[src/melody_note_sequencer_assert.svh]
// ----------------------------------------------------------------------------
// Assertion macros for the melody note sequencer
// Shared forms for the concurrent checks at the end of the top level.
// ----------------------------------------------------------------------------
`ifndef MELODY_NOTE_SEQUENCER_ASSERT_SVH
`define MELODY_NOTE_SEQUENCER_ASSERT_SVH

// Same-cycle implication, sampled on clk_i, off while rst_ni is low.
`define MNS_ASSERT_IMP(lbl, ante, cons) \
  lbl: assert property (@(posedge clk_i) disable iff (!rst_ni) (ante) |-> (cons)) \
    else $error("melody_note_sequencer: same-cycle check failed");

// Next-cycle implication, sampled on clk_i, off while rst_ni is low.
`define MNS_ASSERT_NXT(lbl, ante, cons) \
  lbl: assert property (@(posedge clk_i) disable iff (!rst_ni) (ante) |=> (cons)) \
    else $error("melody_note_sequencer: next-cycle check failed");

`endif

[src/mns_pkg.sv]
// ----------------------------------------------------------------------------
// Melody note sequencer package
// Table size, field widths, item types and codes shared by all modules.
// ----------------------------------------------------------------------------
package mns_pkg;

  localparam int unsigned TABLE_ENTRIES = 16;
  localparam int unsigned IDX_W = (TABLE_ENTRIES > 1) ? $clog2(TABLE_ENTRIES) : 1;
  localparam int unsigned POS_W = $clog2(TABLE_ENTRIES + 1);

  localparam int unsigned NOW_W  = 32;
  localparam int unsigned FREQ_W = 16;
  localparam int unsigned DIV_W  = 8;
  localparam int unsigned LEN_W  = 10;

  // Note length numerator in milliseconds.
  localparam logic [LEN_W-1:0] NOTE_MS_NUM = LEN_W'(1000);

  typedef enum logic [1:0] {
    OP_TICK    = 2'd0,
    OP_LOAD    = 2'd1,
    OP_RESTART = 2'd2
  } op_e;

  typedef enum logic [1:0] {
    ACT_NONE    = 2'd0,
    ACT_SILENCE = 2'd1,
    ACT_TONE    = 2'd2
  } action_e;

  typedef struct packed {
    logic [1:0]        op;
    logic [NOW_W-1:0]  now_ms;
    logic [3:0]        entry_index;
    logic [FREQ_W-1:0] entry_note;
    logic [DIV_W-1:0]  entry_divisor;
  } in_item_t;

  typedef struct packed {
    logic [1:0]        action;
    logic [FREQ_W-1:0] tone_freq;
    logic [LEN_W-1:0]  tone_ms;
    logic              playing;
  } out_item_t;

  typedef struct packed {
    logic             start;
    logic [DIV_W-1:0] divisor;
  } div_req_t;

  typedef struct packed {
    logic             done;
    logic [LEN_W-1:0] quotient;
  } div_rsp_t;

endpackage

[src/mns_divider.sv]
// ----------------------------------------------------------------------------
// Note length divider
// Restoring divider that forms 1000 / divisor, one quotient bit per cycle.
// ----------------------------------------------------------------------------
module mns_divider import mns_pkg::*; (
  input  logic     clk_i,
  input  logic     rst_ni,
  input  div_req_t req_i,
  output div_rsp_t rsp_o
);

  localparam int unsigned CNT_W = $clog2(LEN_W + 1);

  logic             active_q;
  logic             done_q;
  logic [CNT_W-1:0] cnt_q;
  logic [DIV_W-1:0] dsr_q;
  logic [DIV_W-1:0] rem_q;
  logic [LEN_W-1:0] quo_q;

  logic [DIV_W:0] rem_sh;
  logic [DIV_W:0] rem_diff;
  logic           ge;

  assign rem_sh   = {rem_q, quo_q[LEN_W-1]};
  assign rem_diff = rem_sh - {1'b0, dsr_q};
  assign ge       = (rem_sh >= {1'b0, dsr_q});

  always_ff @(posedge clk_i or negedge rst_ni) begin
    if (!rst_ni) begin
      active_q <= 1'b0;
      done_q   <= 1'b0;
      cnt_q    <= '0;
      dsr_q    <= '0;
      rem_q    <= '0;
      quo_q    <= '0;
    end else begin
      done_q <= 1'b0;
      if (req_i.start) begin
        active_q <= 1'b1;
        cnt_q    <= '0;
        dsr_q    <= req_i.divisor;
        rem_q    <= '0;
        // The dividend shifts out of the top while quotient bits shift in.
        quo_q    <= NOTE_MS_NUM;
      end else if (active_q) begin
        rem_q <= ge ? rem_diff[DIV_W-1:0] : rem_sh[DIV_W-1:0];
        quo_q <= {quo_q[LEN_W-2:0], ge};
        cnt_q <= cnt_q + CNT_W'(1);
        if (cnt_q == CNT_W'(LEN_W - 1)) begin
          active_q <= 1'b0;
          done_q   <= 1'b1;
        end
      end
    end
  end

  assign rsp_o.done     = done_q;
  assign rsp_o.quotient = quo_q;

endmodule

[src/mns_seq.sv]
// ----------------------------------------------------------------------------
// Melody note sequencer control
// Holds the note tables and play state and steps each item through a small
// sequencer that uses the divider for note lengths.
// ----------------------------------------------------------------------------
module mns_seq import mns_pkg::*; (
  input  logic      clk_i,
  input  logic      rst_ni,
  input  logic      in_valid_i,
  output logic      in_ready_o,
  input  in_item_t  in_item_i,
  output logic      res_valid_o,
  input  logic      res_ready_i,
  output out_item_t res_o,
  output div_req_t  div_req_o,
  input  div_rsp_t  div_rsp_i
);

  typedef enum logic [2:0] {
    S_IDLE,
    S_DECODE,
    S_CMP,
    S_LOAD,
    S_DIV,
    S_RESP
  } state_e;

  state_e                   state_q;
  in_item_t                 req_q;
  logic [POS_W-1:0]         pos_q;
  logic                     first_q;
  logic                     adv_q;
  logic [NOW_W-1:0]         start_q;
  logic [NOW_W-1:0]         elapsed_q;
  logic [FREQ_W-1:0]        cur_freq_q;
  logic [LEN_W-1:0]         cur_len_q;
  logic                     busy_q;
  logic                     div_start_q;
  logic [DIV_W-1:0]         div_dsr_q;
  out_item_t                res_q;

  logic [TABLE_ENTRIES-1:0] valid_q;
  logic [FREQ_W-1:0]        note_q [TABLE_ENTRIES];
  logic [DIV_W-1:0]         dsr_tab_q [TABLE_ENTRIES];

  logic              pos_in_range;
  logic [IDX_W-1:0]  rd_idx;
  logic              rd_hit;
  logic [FREQ_W-1:0] rd_note;
  logic [DIV_W-1:0]  rd_div;
  logic              melody_present;
  logic              idx_ok;
  logic [IDX_W-1:0]  wr_idx;
  logic              tbl_we;
  logic [35:0]       elapsed_x10;
  logic [35:0]       length_x13;
  logic              expired;

  // Table read at the current position; entries never written read as zero.
  assign pos_in_range   = (32'(pos_q) < 32'(TABLE_ENTRIES));
  assign rd_idx         = pos_q[IDX_W-1:0];
  assign rd_hit         = pos_in_range && valid_q[rd_idx];
  assign rd_note        = rd_hit ? note_q[rd_idx] : '0;
  assign rd_div         = rd_hit ? dsr_tab_q[rd_idx] : '0;
  assign melody_present = valid_q[0] && (dsr_tab_q[0] != '0);

  assign idx_ok = (32'(req_q.entry_index) < 32'(TABLE_ENTRIES));
  assign wr_idx = IDX_W'(req_q.entry_index);
  assign tbl_we = (state_q == S_DECODE) && (op_e'(req_q.op) == OP_LOAD) &&
                  !busy_q && idx_ok;

  // elapsed * 10 > length * 13 decides that the current note has run out.
  assign elapsed_x10 = {1'b0, elapsed_q, 3'b000} + {3'b000, elapsed_q, 1'b0};
  assign length_x13  = 36'(cur_len_q) * 36'd13;
  assign expired     = (elapsed_x10 > length_x13);

  always_ff @(posedge clk_i) begin
    if (tbl_we) begin
      note_q[wr_idx]    <= req_q.entry_note;
      dsr_tab_q[wr_idx] <= req_q.entry_divisor;
    end
  end

  always_ff @(posedge clk_i or negedge rst_ni) begin
    if (!rst_ni) begin
      state_q     <= S_IDLE;
      req_q       <= '0;
      pos_q       <= '0;
      first_q     <= 1'b0;
      adv_q       <= 1'b0;
      start_q     <= '0;
      elapsed_q   <= '0;
      cur_freq_q  <= '0;
      cur_len_q   <= '0;
      busy_q      <= 1'b0;
      div_start_q <= 1'b0;
      div_dsr_q   <= '0;
      res_q       <= '0;
      valid_q     <= '0;
    end else begin
      div_start_q <= 1'b0;
      if (tbl_we) begin
        valid_q[wr_idx] <= 1'b1;
      end
      case (state_q)
        S_IDLE: begin
          if (in_valid_i) begin
            req_q   <= in_item_i;
            state_q <= S_DECODE;
          end
        end
        S_DECODE: begin
          res_q   <= '{action: ACT_NONE, tone_freq: '0, tone_ms: '0, playing: busy_q};
          state_q <= S_RESP;
          case (op_e'(req_q.op))
            OP_TICK: begin
              busy_q        <= 1'b0;
              res_q.playing <= 1'b0;
              if (!melody_present) begin
                // Empty melody: nothing to do.
              end else if (!pos_in_range) begin
                // Ran past the last entry: forget the melody.
                valid_q      <= '0;
                pos_q        <= '0;
                first_q      <= 1'b0;
                cur_freq_q   <= '0;
                cur_len_q    <= '0;
                res_q.action <= ACT_SILENCE;
              end else begin
                busy_q        <= 1'b1;
                res_q.playing <= 1'b1;
                if (!first_q) begin
                  start_q <= req_q.now_ms;
                  first_q <= 1'b1;
                  adv_q   <= 1'b0;
                  state_q <= S_LOAD;
                end else begin
                  elapsed_q <= req_q.now_ms - start_q;
                  state_q   <= S_CMP;
                end
              end
            end
            OP_LOAD: begin
            end
            OP_RESTART: begin
              if (!busy_q) begin
                pos_q        <= '0;
                first_q      <= 1'b0;
                res_q.action <= ACT_SILENCE;
              end
            end
            default: begin
            end
          endcase
        end
        S_CMP: begin
          if (expired) begin
            start_q <= req_q.now_ms;
            pos_q   <= pos_q + POS_W'(1);
            adv_q   <= 1'b1;
            state_q <= S_LOAD;
          end else begin
            state_q <= S_RESP;
          end
        end
        S_LOAD: begin
          cur_freq_q <= rd_note;
          if (rd_div == '0) begin
            cur_len_q <= '0;
            state_q   <= S_RESP;
            // An end note reached by advancing silences; a first note still
            // starts, with zero length.
            if (adv_q) begin
              res_q.action <= ACT_SILENCE;
            end else begin
              res_q.action    <= ACT_TONE;
              res_q.tone_freq <= rd_note;
            end
          end else begin
            div_start_q <= 1'b1;
            div_dsr_q   <= rd_div;
            state_q     <= S_DIV;
          end
        end
        S_DIV: begin
          if (div_rsp_i.done) begin
            cur_len_q       <= div_rsp_i.quotient;
            res_q.action    <= ACT_TONE;
            res_q.tone_freq <= cur_freq_q;
            res_q.tone_ms   <= div_rsp_i.quotient;
            state_q         <= S_RESP;
          end
        end
        S_RESP: begin
          if (res_ready_i) begin
            state_q <= S_IDLE;
          end
        end
        default: begin
          state_q <= S_IDLE;
        end
      endcase
    end
  end

  assign in_ready_o        = (state_q == S_IDLE);
  assign res_valid_o       = (state_q == S_RESP);
  assign res_o             = res_q;
  assign div_req_o.start   = div_start_q;
  assign div_req_o.divisor = div_dsr_q;

endmodule

[src/melody_note_sequencer.sv]
// ----------------------------------------------------------------------------
// Melody note sequencer
// Usage: one input item per handshake on in_valid_i / in_ready_o carries an
// op (tick with the millisecond time, table load, or restart). Each item gives
// exactly one result item on out_valid_o / out_ready_i with the speaker
// action, the tone frequency and length, and the playing flag.
// Each item is decoded first. A load, restart, unknown op, empty-table or
// run-out tick then goes straight to the result; a tick that leaves the note
// playing first compares the elapsed time, and a tick that advances onto an
// end note also reads the table. A tick that starts a tone reads the table and
// starts the divider, which forms 1000 / divisor one quotient bit per cycle (10
// steps); it compares the elapsed time first when it ends the previous note.
// The block takes one item at a time; it does not accept a new item until
// the previous result has reached the output register.
// in_ready_o is low from accept until the result has moved to the output
// register; the next item may then be accepted while that result still waits.
// A stalled receiver holds the result in the output register; once that
// register and the internal result are both full, input stalls too.
// Reset empties the note table, stops play and leaves no result pending.
// ----------------------------------------------------------------------------
`include "melody_note_sequencer_assert.svh"

module melody_note_sequencer import mns_pkg::*; (
  input  logic      clk_i,
  input  logic      rst_ni,
  input  logic      in_valid_i,
  output logic      in_ready_o,
  input  in_item_t  in_item_i,
  output logic      out_valid_o,
  input  logic      out_ready_i,
  output out_item_t out_item_o
);

  logic      res_valid;
  logic      res_ready;
  out_item_t res;
  div_req_t  div_req;
  div_rsp_t  div_rsp;
  logic      out_valid_q;
  out_item_t out_item_q;

  mns_seq u_seq (
    .clk_i       (clk_i),
    .rst_ni      (rst_ni),
    .in_valid_i  (in_valid_i),
    .in_ready_o  (in_ready_o),
    .in_item_i   (in_item_i),
    .res_valid_o (res_valid),
    .res_ready_i (res_ready),
    .res_o       (res),
    .div_req_o   (div_req),
    .div_rsp_i   (div_rsp)
  );

  mns_divider u_divider (
    .clk_i  (clk_i),
    .rst_ni (rst_ni),
    .req_i  (div_req),
    .rsp_o  (div_rsp)
  );

  // Output register decouples the sequencer from a stalled receiver.
  assign res_ready = !out_valid_q || out_ready_i;

  always_ff @(posedge clk_i or negedge rst_ni) begin
    if (!rst_ni) begin
      out_valid_q <= 1'b0;
      out_item_q  <= '0;
    end else begin
      if (res_valid && res_ready) begin
        out_valid_q <= 1'b1;
        out_item_q  <= res;
      end else if (out_ready_i) begin
        out_valid_q <= 1'b0;
      end
    end
  end

  assign out_valid_o = out_valid_q;
  assign out_item_o  = out_item_q;

  `MNS_ASSERT_NXT(a_busy_after_accept, in_valid_i && in_ready_o, !in_ready_o)
  `MNS_ASSERT_IMP(a_tone_len_range, out_valid_o && (out_item_o.action == ACT_TONE),
                  out_item_o.tone_ms <= NOTE_MS_NUM)
  `MNS_ASSERT_IMP(a_no_tone_fields, out_valid_o && (out_item_o.action != ACT_TONE),
                  (out_item_o.tone_freq == '0) && (out_item_o.tone_ms == '0))
  `MNS_ASSERT_IMP(a_divider_idle_at_start, div_req.start, !div_rsp.done)

endmodule
[config.mk]
export PLATFORM = sky130hd
export DESIGN_NAME = melody_note_sequencer
export DESIGN_NICKNAME = d
export VERILOG_FILES = /design/src/mns_pkg.sv /design/src/mns_divider.sv /design/src/mns_seq.sv /design/src/melody_note_sequencer.sv
export VERILOG_INCLUDE_DIRS = /design/src /design/src/src
export SDC_FILE = /design/constraint.sdc
export NUM_CORES = 1
export LEC_CHECK = 0
export ABC_AREA = 0
export BUFFER_PORTS_ARGS = -buffer_cell sky130_fd_sc_hd__buf_4
export CAP_MARGIN = 0
export CORE_MARGIN = 2
export CORE_UTILIZATION = 56
export DETAILED_ROUTE_END_ITERATION = 7
export GPL_TIMING_DRIVEN = 0
export PLACE_DENSITY = 0.73
export SETUP_SLACK_MARGIN = 0.3
export SYNTH_ARGS = -nofsm -noshare
export SYNTH_HDL_FRONTEND = slang
export SYNTH_SLANG_ARGS = --single-unit
[constraint.sdc]
create_clock -name clk_i -period 7.7 [get_ports clk_i]
set_input_delay 0 -clock clk_i [delete_from_list [all_inputs] [get_ports clk_i]]
set_output_delay 0 -clock clk_i [all_outputs]
set_load 0.03 [all_outputs]
==> run metrics <==
ANT cells 0; post-synthesis average cell area 14.4 um2; Max transition margin a little under a fifth; status completed; Final Skew approximately 31 ps; PortBufs 96; RePlAce Congestion just under 0.9; vias per cell just over 6; first-pass GRT wire length around 120000 um; hold crit path type in2async; Cell variety after synth 84; largest net degree at the start of global routing roughly 120; max-cap violation count 0; post-cts resize count 0; pre-CTS setup slack approximately 1500 ps; setup violators final 0; Die Wd 238 um; Total Routing Usage GR ~27%; Setup CP Type reg2reg; DP HPWL roughly 50000 um; Area contributors post-synth edfxtp_1 38%, dfrtp_1 23%, mux4_2 9.2%, ha_1 4.5%, mux2_2 3.5%; Synth Instances 2119; Area growth syn-to-layout 16.7%; DR vias between 15000 and 20000; htree depth 3; Slew @ Worst Pin ~1200 ps; Synth Flop Type edfxtp_1; Async SR Flop Fraction 42.0%; CP max FO 10; met3 usage slightly below 6%; largest area contributor in the netlist edfxtp_1; final hold violation count 0; CP endpoint kind register; fmax 0.159 GHz; CP required between 8000 and 9000 ps; final-stage net count approximately 2600; CTS Sinks 662; Initial Utilization 56.7%; Mapped Nets around 2300; Worst-path clk slew ~60 ps; final wirelength about 75000 um; grt met2 use a little over two fifths; post-CTS setup buffer count 0; setup_tns 0 ps; Clock Tree Buf Depth 3; grt total ovfl 0; Pwr per Cell Area roughly 340 nW/um2; Root Buffer clkbuf_16; initial DRC count approximately 1800; register area share after synthesis about three fifths; Placeable Area 53900 um2; Leak 14.1 nW; row cnt 85; I/O pin cnt 97; clk_lat worst skew roughly 620 ps; #FFs+latches synth 662; GR peak layer met2; ANT nets after route 0; Tmin final about 6300 ps; commonest non-fill, non-tap cell in the layout edfxtp_1; die height about 240 um; crit start category register; fin worst setup slack approximately 1400 ps; Max Slew Vio Count 0; initial antenna violation count 3; met1 track demand over resource approximately 37%; Max rail drop VDD 285 uV; share of cells above drive strength 1 roughly 22%; RSZ-0062 raised after global routing no; Num CTS Buffers 69; TritonRoute pass-1 iters 5; synthesized area around 31000 um2; number of flops mapped to enable cells by yosys between 300 and 400; vias in the first global route approximately 20000; CTS tree done; worst path arrival time between 6000 and 7000 ps; highest-count cells in the layout ignoring fill and taps 384 x edfxtp_1, 278 x dfrtp_1, 133 x nand2_1; Synth warnings 0; die area 56500 um2; fin crit share around 80%; DR WL/cell between 20 and 25 um; detailed-route DRC error count 0; Yosys top cell area share a little under two fifths
## layout make-up
type	count	area (um2)
inverter	105	394
clock inverter	29	269
timing repair buffer	186	1870
tap	696	871
multi-input combinational	1259	11400
buffer	93	427
sequential	662	18500
clock buffer	97	1990
fill	3686	18200
## report_power, final
part	switching, W	internal [W]	leakage [nW]
Sequential	0.000649	0.00452	7.15
Combinational	0.00209	0.00164	5.89
Clock	0.00140	0.00190	1.11
Total	0.00414	0.00806	14.1
## path summary, 6_finish.rpt
| kind | slack [ps] | end | depth (start not counted) | start |
|---|---|---|---|---|
| worst max-delay path | 1410 | u_seq.start_q[27] | 26 | u_seq.cur_len_q[2] |
| worst min-delay path | 60 | u_seq.start_q[27] | 2 | rst_ni |
| worst max register to register | 1410 | u_seq.start_q[27] | 26 | u_seq.cur_len_q[2] |
| worst min register to register | 480 | u_seq.cur_freq_q[2] | 1 | u_seq.cur_freq_q[2] |
| max in group asynchronous | 6310 | u_seq.cur_freq_q[10] | 4 | rst_ni |
| min in group clk_i | 160 | u_seq.req_q[47] | 3 | in_item_i[47] |
## sequential cells by signal, summed over array words and instances (netlist names), 3 cells and up
| signal | count |
|---|---|
| out_item_o | 29 |
| u_seq.note_q | 256 |
| u_seq.elapsed_q | 32 |
| u_divider.quo_q | 10 |
| u_seq.res_o | 28 |
| u_divider.dsr_q | 8 |
| u_seq.pos_q | 5 |
| u_divider.cnt_q | 4 |
| u_seq.start_q | 32 |
| u_seq.wr_idx | 4 |
| u_seq.valid_q | 16 |
| u_seq.state_q | 3 |
| u_seq.cur_freq_q | 16 |
| u_seq.div_dsr_q | 8 |
| u_seq.cur_len_q | 10 |
| u_divider.rem_q | 8 |
| u_seq.req_q | 58 |
| u_seq.dsr_tab_q | 128 |
## per-stage QoR
step	utilization (%)	instances	total power [W]	instance area (um2)	hold slack [ps]
after floorplan	-	2119	0.00773	30600	-296
final	66.2	3127	0.0122	35700	63.8
after global routing	66.2	3127	0.0128	35700	143
after detailed placement	60.8	2936	0.00886	32800	152
after global placement	59.6	2911	0.00866	32200	233
after CTS	66.2	3127	0.0122	35700	101
## metal layers
layer | routed length, um | vias up
met2 | 36100 | 761
met3 | 5530 | 150
met1 | 30300 | 9809
met5 | 10 | -
li1 | - | 8550
met4 | 2590 | 2
## cell families after synthesis
kind of cell	share of synthesized area, %
flip-flops	60.5
AO/OA/AOI/OAI	9.08
AND/OR/NAND/NOR	6.26
multiplexers	14.8
buffers and inverters	2.69
adder cells (fa/ha/maj)	5.12
XOR/XNOR	1.55
## what timing repair did
| action | CTS | global route |
|---|---|---|
| hold endpoints to repair | 180 | 0 |
| hold buffers | 65 | 0 |
| setup endpoints to repair | 0 | 0 |
## critical path: stages (launching register included)
cell and delay, ps:
dfrtp_1 440, ha_1 310, inv_1 50, fa_1 510, inv_1 50, ha_1 330, nor2b_1 140, o21ai_0 210
a21oi_1 120, o21ai_0 150, nand2_1 100, a21o_1 190, a21o_1 200, a21o_1 180, a21oi_1 160, xor2_1 260
ha_1 300, a21oi_1 160, a41oi_1 70, a211oi_1 200, nor4bb_1 230, nand4b_1 160, nor4_2 520, a31oi_4 230
o21ai_4 330, buf_6 250, mux2_4 320
## synthesized netlist by cell type, types with 16 or more instances
master,number
xnor2_1,29
o21ai_0,104
dfrtp_1,278
a21o_1,56
nand4_1,16
a211oi_1,22
mux2_2,95
mux4_2,125
nand3_1,34
mux2i_1,21
o21a_1,28
nand2b_1,18
nor3_1,23
buf_2,17
edfxtp_1,384
nor2b_1,24
mux2_4,29
nor2_1,80
ha_1,109
xor2_1,25
a22o_1,21
inv_1,104
nand2_1,133
a21oi_1,97
clkbuf_1,60
No activity file was read; power rests on OpenSTA's default activity.
